$ cat config.mk
export PLATFORM = sky130hd
export DESIGN_NAME = gtbp_clr
export DESIGN_NICKNAME = d
export VERILOG_FILES = /design/src/hw/rtl/gtbp_pkg.sv /design/src/hw/rtl/gtbp_clr.sv
export SDC_FILE = /design/constraint.sdc
export NUM_CORES = 1
export LEC_CHECK = 0
export ABC_AREA = 1
export BUFFER_PORTS_ARGS = -buffer_cell sky130_fd_sc_hd__buf_2
export CAP_MARGIN = 40
export CORE_ASPECT_RATIO = 0.75
export CORE_MARGIN = 1
export CORE_UTILIZATION = 42
export CTS_CLUSTER_DIAMETER = 150
export DETAILED_ROUTE_END_ITERATION = 10
export PLACE_DENSITY_LB_ADDON = 0.05
export SLEW_MARGIN = 25
export SYNTH_ARGS = -nofsm -noshare
export SYNTH_HDL_FRONTEND = slang
export SYNTH_SLANG_ARGS = --single-unit
$ cat constraint.sdc
create_clock -name clk_i -period 1.8 [get_ports clk_i]
set_input_delay 0 -clock clk_i [delete_from_list [all_inputs] [get_ports clk_i]]
set_output_delay 0 -clock clk_i [all_outputs]
set_load 0.005 [all_outputs]
$ cat src/hw/rtl/gtbp_pkg.sv
package gtbp_pkg;

  // Width of each bit-count register and of the register address.
  localparam int unsigned CfgW     = 4;
  localparam int unsigned CfgAddrW = 4;
  localparam int unsigned DataW    = 32;

  // Counter values.
  localparam logic [1:0] WN      = 2'd1;
  localparam logic [1:0] CTR_MAX = 2'd3;

  // Register reset values.
  localparam logic [CfgW-1:0] GHB_RESET = 4'd13;
  localparam logic [CfgW-1:0] LHB_RESET = 4'd10;
  localparam logic [CfgW-1:0] PCB_RESET = 4'd10;

  typedef enum logic [1:0] {
    MODE_STATIC = 2'd0,
    MODE_GSHARE = 2'd1,
    MODE_TOURN  = 2'd2,
    MODE_OFF    = 2'd3
  } mode_e;

  typedef enum logic {
    OP_PREDICT = 1'b0,
    OP_TRAIN   = 1'b1
  } op_e;

  typedef enum logic [1:0] {
    REG_MODE = 2'd0,
    REG_GHB  = 2'd1,
    REG_LHB  = 2'd2,
    REG_PCB  = 2'd3
  } cfg_reg_e;

  typedef enum logic [1:0] {
    CLR_ST_SWEEP = 2'b01,
    CLR_ST_READY = 2'b10
  } clr_state_e;

  typedef struct packed {
    mode_e           mode;
    logic [CfgW-1:0] ghb;
    logic [CfgW-1:0] lhb;
    logic [CfgW-1:0] pcb;
  } cfg_t;

  // Two-bit saturating counter step.
  function automatic logic [1:0] ctr_bump(logic [1:0] c, logic up);
    logic [1:0] r;
    if (up) begin
      r = (c == CTR_MAX) ? CTR_MAX : c + 2'd1;
    end else begin
      r = (c == 2'd0) ? 2'd0 : c - 2'd1;
    end
    return r;
  endfunction

endpackage

$ cat src/hw/rtl/gtbp_clr.sv
module gtbp_clr #(
  parameter int unsigned AddrW = 13
) (
  input  logic             clk_i,
  input  logic             rst_ni,
  output logic             busy_o,
  output logic [AddrW-1:0] addr_o
);
  import gtbp_pkg::*;

  clr_state_e       state_q, state_d;
  logic [AddrW-1:0] cnt_q, cnt_d;

  // Sweep every table address once after reset, then stay ready.
  always_comb begin
    state_d = state_q;
    cnt_d   = cnt_q;
    case (state_q)
      CLR_ST_SWEEP: begin
        cnt_d = cnt_q + AddrW'(1);
        if (&cnt_q) begin
          state_d = CLR_ST_READY;
        end
      end
      CLR_ST_READY: state_d = CLR_ST_READY;
      default:      state_d = CLR_ST_SWEEP;
    endcase
  end

  always_ff @(posedge clk_i or negedge rst_ni) begin
    if (!rst_ni) begin
      state_q <= CLR_ST_SWEEP;
      cnt_q   <= '0;
    end else begin
      state_q <= state_d;
      cnt_q   <= cnt_d;
    end
  end

  assign busy_o = (state_q == CLR_ST_SWEEP);
  assign addr_o = cnt_q;

endmodule

==> summary.md <==
| Metric | Value |
|---|---|
| Final setup viols | 0 |
| Most frequent cells in the layout | nand2_1 (28), inv_1 (17), buf_2 (15) |
| Layout cell share with drive strength beyond 1 | 24.2% |
| Drt wl/cell | about 11 um |
| Skew final | 0.00225 ns |
| Core ar. | 1790 um^2 |
| Synth Cell Area | 820 um^2 |
| Sink Count | 15 |
| VDD IR max | 0.479 mV |
| ANT nets after route | 0 |
| Final core area utilization | 53.6% |
| Crit share post-route | 81.7% |
| Max_cap viols | 0 |
| H-tree Lvls | 1 |
| Drt first-iter violations | 5 |
| Grt total ovfl | 0 |
| Gpl congestion | between 0.7 and 0.8 |
| Worst Path Required | 2.03 ns |
| Final hold vios | 0 |
| Critical path class | register to register |
| All-layer global routing usage | 17.8% |
| Seq cells post-synth | 15 |
| CP Capture Type | register |
| Syn Nets | 104 |
| Diode count | 0 |
| Post-DP Area | slightly above 900 um^2 |
| Num rows | 13 |
| Clock root buffer | clkbuf_4 |
| Reg2Reg Setup Slack | 0.33 ns |
| Sequential fraction of the synthesis area | 46.0% |
| Top Ports | 16 |
| Area Growth Syn to Fin | 16.9% |
| Final WS setup | 0.330 ns |
| Netlist cell types | 17 |
| Final-stage net count | 125 |
| PortBufs | 15 |
| Maximum clock rate | 0.680 GHz |
| Initial antenna violation count | 0 |
| Status | completed |
| Drt pass-1 iters | 4 |
| Design Area, Final | 958 um^2 |
| RSZ-0062 raised after global routing | false |
| Clock Path Buffers | 2 |
| Post-CTS setup buffer count | 0 |
| Worst-Skew Late Latency | around 0.28 ns |
| CTS Buf Count | 3 |
| R2R depth | 7 |
| HP Class | input port to asynchronous set/reset pin |
| Slew @ Worst Pin | 0.352 ns |
| Leading cell type in the layout, fill and taps excluded | nand2_1 |
| First-pass GRT wire length | 2540 um |
| Worst reg2reg startpoint | state_q[0]$_DFFE_PN1P_ |
| Cell count after synthesis | 100 |
| Vias | 667 |
| Synth Warn # | 0 |
| Avg Cell Area, Syn | a little over 8 um^2 |
| Max-slew headroom | around 77% |
| Drt via density | approximately 4.7 |
| Die Area | about 2100 um^2 |
| Starting Density | 45.8% |
| Setup crit start kind | register |
| Vias in the first global route | 578 |
| Dpl hpwl | 1200 um |
| CP Max Fanout | 6 |
| Worst-path clk slew | about 0.090 ns |
| Pleak | 0.536 nW |
| Fin Hold WS | about 0.15 ns |
| Final min period | about 1.5 ns |
| Synth top area cells | dfrtp_1 (43%), nand2_1 (13%), inv_1 (7.8%) |
| TritonCTS clock tree | built |
| DRC viols | 0 |
| Worst slack at placement | 0.326 ns |
| Die height | 40.3 um |
| Pwr Density | 566 nW/um^2 |
| Die Width | about 53 um |
| Cell taking the most area after synthesis | dfrtp_1 |
| Setup TNS | 0 ns |
| Worst R2R End | addr_o[11]$_DFFE_PN0P_ |
| CP Data Arrival Time | 1.70 ns |
| Largest net degree at the start of global routing | 16 |
| Slew Limit Fails | 0 |
| Top cell type's share of synthesized area | 42.7% |
| Routed wire length | 1550 um |
-- how the worst max path moves through the flow --
stage / from / to / slack, ns / depth (start not counted)
finish: state_q[0]$_DFFE_PN1P_ / addr_o[11]$_DFFE_PN0P_ / 0.33 / 7
global route: state_q[0]$_DFFE_PN1P_ / addr_o[11]$_DFFE_PN0P_ / 0.23 / 6
CTS: state_q[0]$_DFFE_PN1P_ / addr_o[11]$_DFFE_PN0P_ / 0.33 / 7
detailed placement: state_q[0]$_DFFE_PN1P_ / addr_o[11]$_DFFE_PN0P_ / 0.33 / 6
global placement: state_q[0]$_DFFE_PN1P_ / addr_o[8]$_DFFE_PN0P_ / 0.39 / 6
floorplan: state_q[0]$_DFFE_PN1P_ / addr_o[8]$_DFFE_PN0P_ / 0.41 / 7
-- metrics by stage --
stage / cells / total power, mW
floorplan: 100 / 0.343
global placement: 137 / 0.351
detailed placement: 137 / 0.351
CTS: 142 / 0.547
global route: 142 / 0.565
finish: 142 / 0.543
-- final cells by class --
class                      count  area [um^2]
tap                           22         27.5
sequential                    15          377
timing repair buffer          17         92.6
multi-input combinational     67          372
clock buffer                   4         26.3
fill                         181          831
inverter                      17         63.8
-- worst max-delay path, cell delays in order, from the launching register on --
cell and delay [ns]:
dfstp_2 0.54, ha_1 0.28, inv_1 0.15, nor2_4 0.17
nand4_1 0.10, nand2_1 0.07, nand2_1 0.05, inv_1 0.05
-- per-layer routing --
metal	GRT usage [%]	share of wire, %	wire length [um]
met1	23.3	52	805
met2	27.2	43	664
met3	6.82	3.9	61
met4	5.92	0.84	13
met5	0	0	0
-- synthesized netlist by cell type --
cell type / count
nand3_1: 6
dfrtp_1: 14
xor2_1: 5
nor3_1: 1
inv_1: 17
nor3_4: 1
nand2_1: 28
nor2_2: 1
nor2_4: 2
dfstp_2: 1
nand4_1: 4
ha_1: 2
o21ai_0: 1
buf_4: 1
xnor2_1: 3
nand2_2: 5
nor2_1: 8
-- state kept, by name, indices dropped and copies added (netlist names) --
signal   count
addr_o      13
state_q      2
-- repair_timing --
action,in CTS,in global routing
hold buffers,1,0
endpoints found under the hold margin,15,0
gates resized for setup,0,0
setup endpoints to repair,0,0
-- cells by family (layout without fill, tap and decap cells) --
kind of cell | count (synthesis) | after routing | synth area share, %
flip-flops | 15 | 15 | 46.0
AND/OR/NAND/NOR | 56 | 56 | 33.1
adder cells (fa/ha/maj) | 2 | 2 | 3.05
XOR/XNOR | 8 | 8 | 8.55
AO/OA/AOI/OAI | 1 | 1 | 0.610
buffers and inverters | 18 | 38 | 8.70
-- report_power, final --
part,leakage (nW),internal (mW),switching [mW]
sequential,0.196,0.337,0
combinational,0.325,0.00220,0.00680
clock,0.0150,0.0860,0.111
total,0.536,0.425,0.118
Note: power is estimated with default switching activity, not from simulation.
