File: src/hw/rtl/gtbp_pkg.sv
package gtbp_pkg;

  // Width of each bit-count register and of the register address.
  localparam int unsigned CfgW     = 4;
  localparam int unsigned CfgAddrW = 4;
  localparam int unsigned DataW    = 32;

  // Counter values.
  localparam logic [1:0] WN      = 2'd1;
  localparam logic [1:0] CTR_MAX = 2'd3;

  // Register reset values.
  localparam logic [CfgW-1:0] GHB_RESET = 4'd13;
  localparam logic [CfgW-1:0] LHB_RESET = 4'd10;
  localparam logic [CfgW-1:0] PCB_RESET = 4'd10;

  typedef enum logic [1:0] {
    MODE_STATIC = 2'd0,
    MODE_GSHARE = 2'd1,
    MODE_TOURN  = 2'd2,
    MODE_OFF    = 2'd3
  } mode_e;

  typedef enum logic {
    OP_PREDICT = 1'b0,
    OP_TRAIN   = 1'b1
  } op_e;

  typedef enum logic [1:0] {
    REG_MODE = 2'd0,
    REG_GHB  = 2'd1,
    REG_LHB  = 2'd2,
    REG_PCB  = 2'd3
  } cfg_reg_e;

  typedef enum logic [1:0] {
    CLR_ST_SWEEP = 2'b01,
    CLR_ST_READY = 2'b10
  } clr_state_e;

  typedef struct packed {
    mode_e           mode;
    logic [CfgW-1:0] ghb;
    logic [CfgW-1:0] lhb;
    logic [CfgW-1:0] pcb;
  } cfg_t;

  // Two-bit saturating counter step.
  function automatic logic [1:0] ctr_bump(logic [1:0] c, logic up);
    logic [1:0] r;
    if (up) begin
      r = (c == CTR_MAX) ? CTR_MAX : c + 2'd1;
    end else begin
      r = (c == 2'd0) ? 2'd0 : c - 2'd1;
    end
    return r;
  endfunction

endpackage

File: src/hw/rtl/gtbp_cfg.sv
module gtbp_cfg (
  input  logic                            clk_i,
  input  logic                            rst_ni,
  input  logic                            psel,
  input  logic                            penable,
  input  logic                            pwrite,
  input  logic [gtbp_pkg::CfgAddrW-1:0]   paddr,
  input  logic [gtbp_pkg::DataW-1:0]      pwdata,
  output logic [gtbp_pkg::DataW-1:0]      prdata,
  output logic                            pready,
  output gtbp_pkg::cfg_t                  cfg_o
);
  import gtbp_pkg::*;

  cfg_t     cfg_q, cfg_d;
  cfg_reg_e reg_sel;
  logic     wr_en;

  assign reg_sel = cfg_reg_e'(paddr[3:2]);
  assign wr_en   = psel && penable && pwrite;
  assign pready  = 1'b1;

  // Register writes in the access phase.
  always_comb begin
    cfg_d = cfg_q;
    if (wr_en) begin
      case (reg_sel)
        REG_MODE: cfg_d.mode = mode_e'(pwdata[1:0]);
        REG_GHB:  cfg_d.ghb  = pwdata[CfgW-1:0];
        REG_LHB:  cfg_d.lhb  = pwdata[CfgW-1:0];
        REG_PCB:  cfg_d.pcb  = pwdata[CfgW-1:0];
        default:  cfg_d = cfg_q;
      endcase
    end
  end

  always_ff @(posedge clk_i or negedge rst_ni) begin
    if (!rst_ni) begin
      cfg_q.mode <= MODE_GSHARE;
      cfg_q.ghb  <= GHB_RESET;
      cfg_q.lhb  <= LHB_RESET;
      cfg_q.pcb  <= PCB_RESET;
    end else begin
      cfg_q <= cfg_d;
    end
  end

  // Read-back of the selected register.
  always_comb begin
    case (reg_sel)
      REG_MODE: prdata = DataW'(cfg_q.mode);
      REG_GHB:  prdata = DataW'(cfg_q.ghb);
      REG_LHB:  prdata = DataW'(cfg_q.lhb);
      REG_PCB:  prdata = DataW'(cfg_q.pcb);
      default:  prdata = '0;
    endcase
  end

  assign cfg_o = cfg_q;

endmodule

File: config.mk
export PLATFORM = sky130hd
export DESIGN_NAME = gtbp_cfg
export DESIGN_NICKNAME = d
export VERILOG_FILES = /design/src/hw/rtl/gtbp_pkg.sv /design/src/hw/rtl/gtbp_cfg.sv
export SDC_FILE = /design/constraint.sdc
export NUM_CORES = 1
export LEC_CHECK = 0
export BUFFER_PORTS_ARGS = -buffer_cell sky130_fd_sc_hd__buf_4
export CORE_MARGIN = 5
export CORE_UTILIZATION = 32
export DETAILED_ROUTE_END_ITERATION = 12
export GPL_TIMING_DRIVEN = 0
export PLACE_DENSITY = 0.82
export RECOVER_POWER = 25
export SLEW_MARGIN = 20
export SYNTH_ARGS = -nofsm -noshare
export SYNTH_HDL_FRONTEND = slang
export SYNTH_SLANG_ARGS = --single-unit
File: constraint.sdc
create_clock -name clk_i -period 1.1 [get_ports clk_i]
set_clock_uncertainty 0.2 [all_clocks]
set_input_delay 0.165 -clock clk_i [delete_from_list [all_inputs] [get_ports clk_i]]
set_output_delay 0.165 -clock clk_i [all_outputs]
set_load 0.01 [all_outputs]
==> flow_summary.ini, run 1 <==
[pwr]
power_leakage_nw = 0.8162
ir_drop_mv = 1.182
p_per_area_nw_per_um2 = 1458

[synthesis]
yosysTopAreaCell = buf_4
synth-main-ff-cell = dfstp_2
synthMostInstantiatedCell = buf_4
yosysWarningCount = 0
synthCells = 75
synth-seq-area-share = 0.3924
async_flop_share = 1.000
synth_top_area_share = 0.2371
yosys-top-cells-area = buf_4 24%, dfstp_2 23%, dfrtp_1 16%
synth_common_cells = 29 x buf_4, 12 x mux2_2, 8 x dfstp_2
synth_seq_cells = 14
ys_types = 17
synth_edf_count = 0
avgSynthCellArea_um2 = 12.25
syn-cell-area_um2 = 918.4

[grt]
grt_pass1_vias = 771
grt_pass1_wl_um = 3698
overflow = 0
antenna_found_initial = 0
grt_max_degree = 15
grt_use_total = 0.1127

[status]
violations = negative hold slack, negative setup slack
status = finished, violations left

[sta]
min_period_over_period = 1.513
setup_violations = 22
max_freq_mhz = 600.7
setup_ws_ns = -0.5648
hold_violations = 11
slew_viol_final = 0
holdWs_ns = -0.06798
period_needed_ns = 1.665
rsz0062_at_grt = yes

[hold_path]
hp-class = in2reg

[placed_design]
pre_cts_ws_ns = -0.3529
place_inst = 160
io_buffer_count = 27
dp.final_hpwl_um = 1652
place.gp.congestion = 0.6795

[detailed_routing]
routedWlPerCell_um = 12.71
drtAntennaViolNets = 0
remaining_drc_errors = 0
drt_iter0_markers = 18
routed_wl_um = 2249
num_vias = 726
drt_first_pass_iters = 5
viasPerCell = 4.102

[finish]
fin_util = 0.5608
drive_above_1_share = 0.7123
area_growth_pct = 68.39
n_antenna_cell = 0
largest_register_ff_count = 14
fin_cells = 177
nets = 188
fillers = 234

[cts]
cts_max_path_buffers = 2
clkTransAtPathRegs_ns = 0.09
cts_buffers = 3
worst_skew_pair.late_latency_ns = 0.27
cts-root-buf = clkbuf_4
ctsHoldBuffers = 2
htree_levels = 1
cts_sinks = 14
cts_tree = yes

[critical_path]
start_kind = flop
crit_path_end_kind = output pin
worstPathRequired_ns = 0.73
path_class = reg2out
crit_slowest_cell = dfrtp_1
slowest_delay_ns = 0.42
crit_fanout = 3
path_cells = mux2_4 > a22o_1 > buf_6
crit_arrival_ns = 1.30

[floorplan]
die_y_um = 63.57
initial_core_util = 0.3330
die_w_um = 63.57
dieArea_um2 = 4041
num_rows = 19
ioPinCount = 88
core_area_um2 = 2758

[flow_run]
max-cap-violations = 0
[metrics by stage]
stage / total power [mW] / setup TNS, ns / instance area, µm²
floorplan: 1.201 / -1.234 / 1055
global placement: 1.516 / -4.005 / 1296
detailed placement: 1.543 / -4.374 / 1296
CTS: 2.226 / -5.295 / 1534
global route: 2.383 / -6.074 / 1546
finish: 2.255 / -5.334 / 1546
[kinds of logic (layout without fill, tap and decap cells)]
kind of cell           Yosys count  count (layout)  share of synthesized area
DFF                             14              14                     0.3924
muxes                           18              18                     0.2698
AOI/OAI and AO/OA                2               2                    0.01908
buffers and inverters           32              76                     0.2588
and+or+nand+nor                  7               7                    0.05179
other                            2              29                   0.008177
[layout make-up]
type | instances | area [µm²] | area share
multi-input combinational | 56 | 455.4 | 0.2945
timing repair buffer | 40 | 400.4 | 0.2589
sequential | 14 | 360.3 | 0.2330
buffer | 31 | 249.0 | 0.1610
tap | 31 | 38.79 | 0.02508
clock buffer | 4 | 36.28 | 0.02346
inverter | 1 | 6.256 | 0.004045
[per-layer routing]
metal	wire length (µm)	global-route usage
met1	725	0.1082
met2	1301	0.2259
met3	223	0.03197
met4	0	0.03117
met5	0	0
[power breakdown]
part / total [mW] / internal, mW / leakage, nW / switching, mW
clock: 0.371 / 0.201 / 0.0210 / 0.170
sequential: 0.783 / 0.687 / 0.157 / 0.0963
combinational: 1.10 / 0.724 / 0.638 / 0.376
[final timing paths]
check                                      from               endpoint  slack, ns  cells after the start
setup / recovery           cfg_o[2]$_DFFE_PN0P_              prdata[2]      -0.56                      3
hold / removal                        pwdata[2]   cfg_o[2]$_DFFE_PN0P_      -0.07                      2
setup reg to reg           cfg_o[6]$_DFFE_PN0P_   cfg_o[6]$_DFFE_PN0P_      -0.09                      3
hold reg to reg            cfg_o[9]$_DFFE_PN0P_   cfg_o[9]$_DFFE_PN0P_       0.42                      2
max in group asynchronous                rst_ni  cfg_o[12]$_DFFE_PN1P_       0.26                      2
min in group asynchronous                rst_ni  cfg_o[13]$_DFFE_PN0P_       0.13                      2
[worst max-delay path: cells and delay by family (launching register included)]
| kind | cells | cell delay [ns] |
|---|---|---|
| multiplexers | 1 | 0.26 |
| buffers and inverters | 1 | 0.12 |
| AO/OA/AOI/OAI | 1 | 0.22 |
| flip-flops | 1 | 0.42 |
[repair_timing]
item	4_1_cts	5_1_grt
setup endpoints to repair	21	24
hold endpoints to repair	28	11
pin swaps	0	1
resized for setup	27	4
buffers inserted	10	4
[cell usage in the layout, fill, tap and decap left out, drive strengths merged]
master	instances
a22o	2
inv	1
or2	1
mux2	16
dfstp	8
nor2	2
conb	29
nor2b	1
dlygate4sd3	2
mux4	2
dfrtp	6
nand4	2
clkbuf	5
buf	68
and4	1
Note: power is estimated with default switching activity, not from simulation.
==> inputs of run 2 (changes only) <==
REMOVE_ABC_BUFFERS = 1   (was default)
==> run 2 against run 1 <==
Effect of this change: the run still ends with negative hold slack, negative setup slack left; setup slack better by 0.0099 ns; routed wire length decreased by 0.84%; sequential share of layout area is 3.5 points higher; clock power decreased by 22%; count of clock-buffer cells in the layout shrank 1; cell count fell by 13%; flip-flop and latch count stayed put; highest routed layer is now met4.
==> flow_summary.ini, run 2 (same netlist as run 1, synthesis figures left out) <==
[placed_design]
pre_cts_ws_ns = -0.3210
placed_area_um2 = 1035
io_buffer_count = 28
place_inst = 130
place.gp.congestion = 0.7198

[grt]
antenna_found_initial = 0
grt_pass1_wl_um = 3243
grt_use_total = 0.1013
grt_max_degree = 15
overflow = 0
grt_pass1_vias = 652

[critical_path]
start_kind = flop
crit_arrival_ns = 1.29
path_class = reg2out
worstPathRequired_ns = 0.73
crit_fanout = 2
crit_path_end_kind = output pin

[cts]
clkTransAtPathRegs_ns = 0.08
cts_buffers = 3
cts-root-buf = clkbuf_4
htree_levels = 1
cts_tree = yes
worst_skew_pair.late_latency_ns = 0.28
cts_max_path_buffers = 2
ctsHoldBuffers = 3
cts_sinks = 14

[detailed_routing]
drtAntennaViolNets = 0
routedWlPerCell_um = 14.48
remaining_drc_errors = 0
dr_wl_met3_um = 275
routed_wl_um = 2230
dr_wl_met2_um = 1079
viasPerCell = 4.286
highest_layer = met4
drt_iter0_markers = 3
drt_first_pass_iters = 2
num_vias = 660
m1WireLength_um = 839

[sta]
max_freq_mhz = 604.3
rsz0062_at_grt = yes
hold_violations = 11
min_period_over_period = 1.504
setup_violations = 26
tns_ns = -5.819
slew_viol_final = 0
setup_ws_ns = -0.5549
holdWs_ns = -0.05905
period_needed_ns = 1.655

[pwr]
pwr-share-comb = 0.513
clockPowerShare = 0.132
power_leakage_nw = 0.6786
p_int_mw = 1.551
power_frac_seq = 0.355
switchingPower_mw = 0.6438
swShare = 0.2934
p_per_area_nw_per_um2 = 1635
ir_drop_mv = 0.8925
total_power_mw = 2.194

[finish]
fin_util = 0.4868
n_antenna_cell = 0
largest_register_ff_count = 14
fin_cells = 154
area_growth_pct = 46.19
nets = 166
fillers = 262
final_cell_mix = 32 x buf_6, 29 x conb_1, 14 x buf_4
drive_above_1_share = 0.6504
final_area_um2 = 1343
mostFrequentLayoutCell = buf_6

[floorplan]
num_rows = 19
die_y_um = 63.57
core_area_um2 = 2758
dieArea_um2 = 4041
initial_core_util = 0.3330
die_w_um = 63.57
ioPinCount = 88

[status]
status = finished, violations left
violations = negative hold slack, negative setup slack

[hold_path]
hp-class = in2reg

[flow_run]
max-cap-violations = 0
run 2: cell types whose count changed in the layout (fill, tap and decap cells not counted), moves of 2 or more:
cell    previous run  this run
buf_4             40        14
buf_6             27        32
mux2_2             8        10
mux2_4             8         6
run 2: per-layer routing:
| metal | vias to the layer above | GRT usage |
|---|---|---|
| li1 | 290 | - |
| met1 | 320 | 0.1243 |
| met2 | 45 | 0.1599 |
| met3 | 5 | 0.03730 |
| met4 | 0 | 0.03896 |
| met5 | - | 0 |
run 2: final timing paths:
path | depth (start not counted) | to | slack (ns) | startpoint
hold reg to reg | 2 | cfg_o[4]$_DFFE_PN0P_ | 0.43 | cfg_o[4]$_DFFE_PN0P_
hold / removal | 2 | cfg_o[2]$_DFFE_PN0P_ | -0.06 | pwdata[2]
setup reg to reg | 3 | cfg_o[6]$_DFFE_PN0P_ | -0.10 | cfg_o[6]$_DFFE_PN0P_
min in group asynchronous | 2 | cfg_o[9]$_DFFE_PN0P_ | 0.14 | rst_ni
max in group asynchronous | 2 | cfg_o[12]$_DFFE_PN1P_ | 0.25 | rst_ni
setup / recovery | 2 | prdata[0] | -0.55 | cfg_o[0]$_DFFE_PN0P_
run 2: cell type report:
cell class	count	area (µm²)	area share
sequential	14	360.3	0.2684
inverter	1	3.754	0.002796
multi-input combinational	56	426.7	0.3178
clock buffer	3	22.52	0.01678
timing repair buffer	49	490.5	0.3653
tap	31	38.79	0.02889
run 2: timing repair:
item | CTS | global route
setup endpoints to repair | 20 | 27
setup buffers | 9 | 15
endpoints found under the hold margin | 28 | 11
pin swaps | 1 | 1
resized for setup | 28 | 14
run 2: critical path: stages (launching register included):
cell and delay (ns):
dfrtp_1 0.39, mux4_2 0.48, buf_6 0.14
run 2: power by group through the flow:
stage	Clock, mW	Sequential (mW)	Combinational, mW
global placement	0	0.778	0.637
detailed placement	0	0.788	0.651
floorplan	0	0.828	0.265
global route	0.317	0.798	1.20
finish	0.290	0.779	1.13
CTS	0.302	0.785	0.930
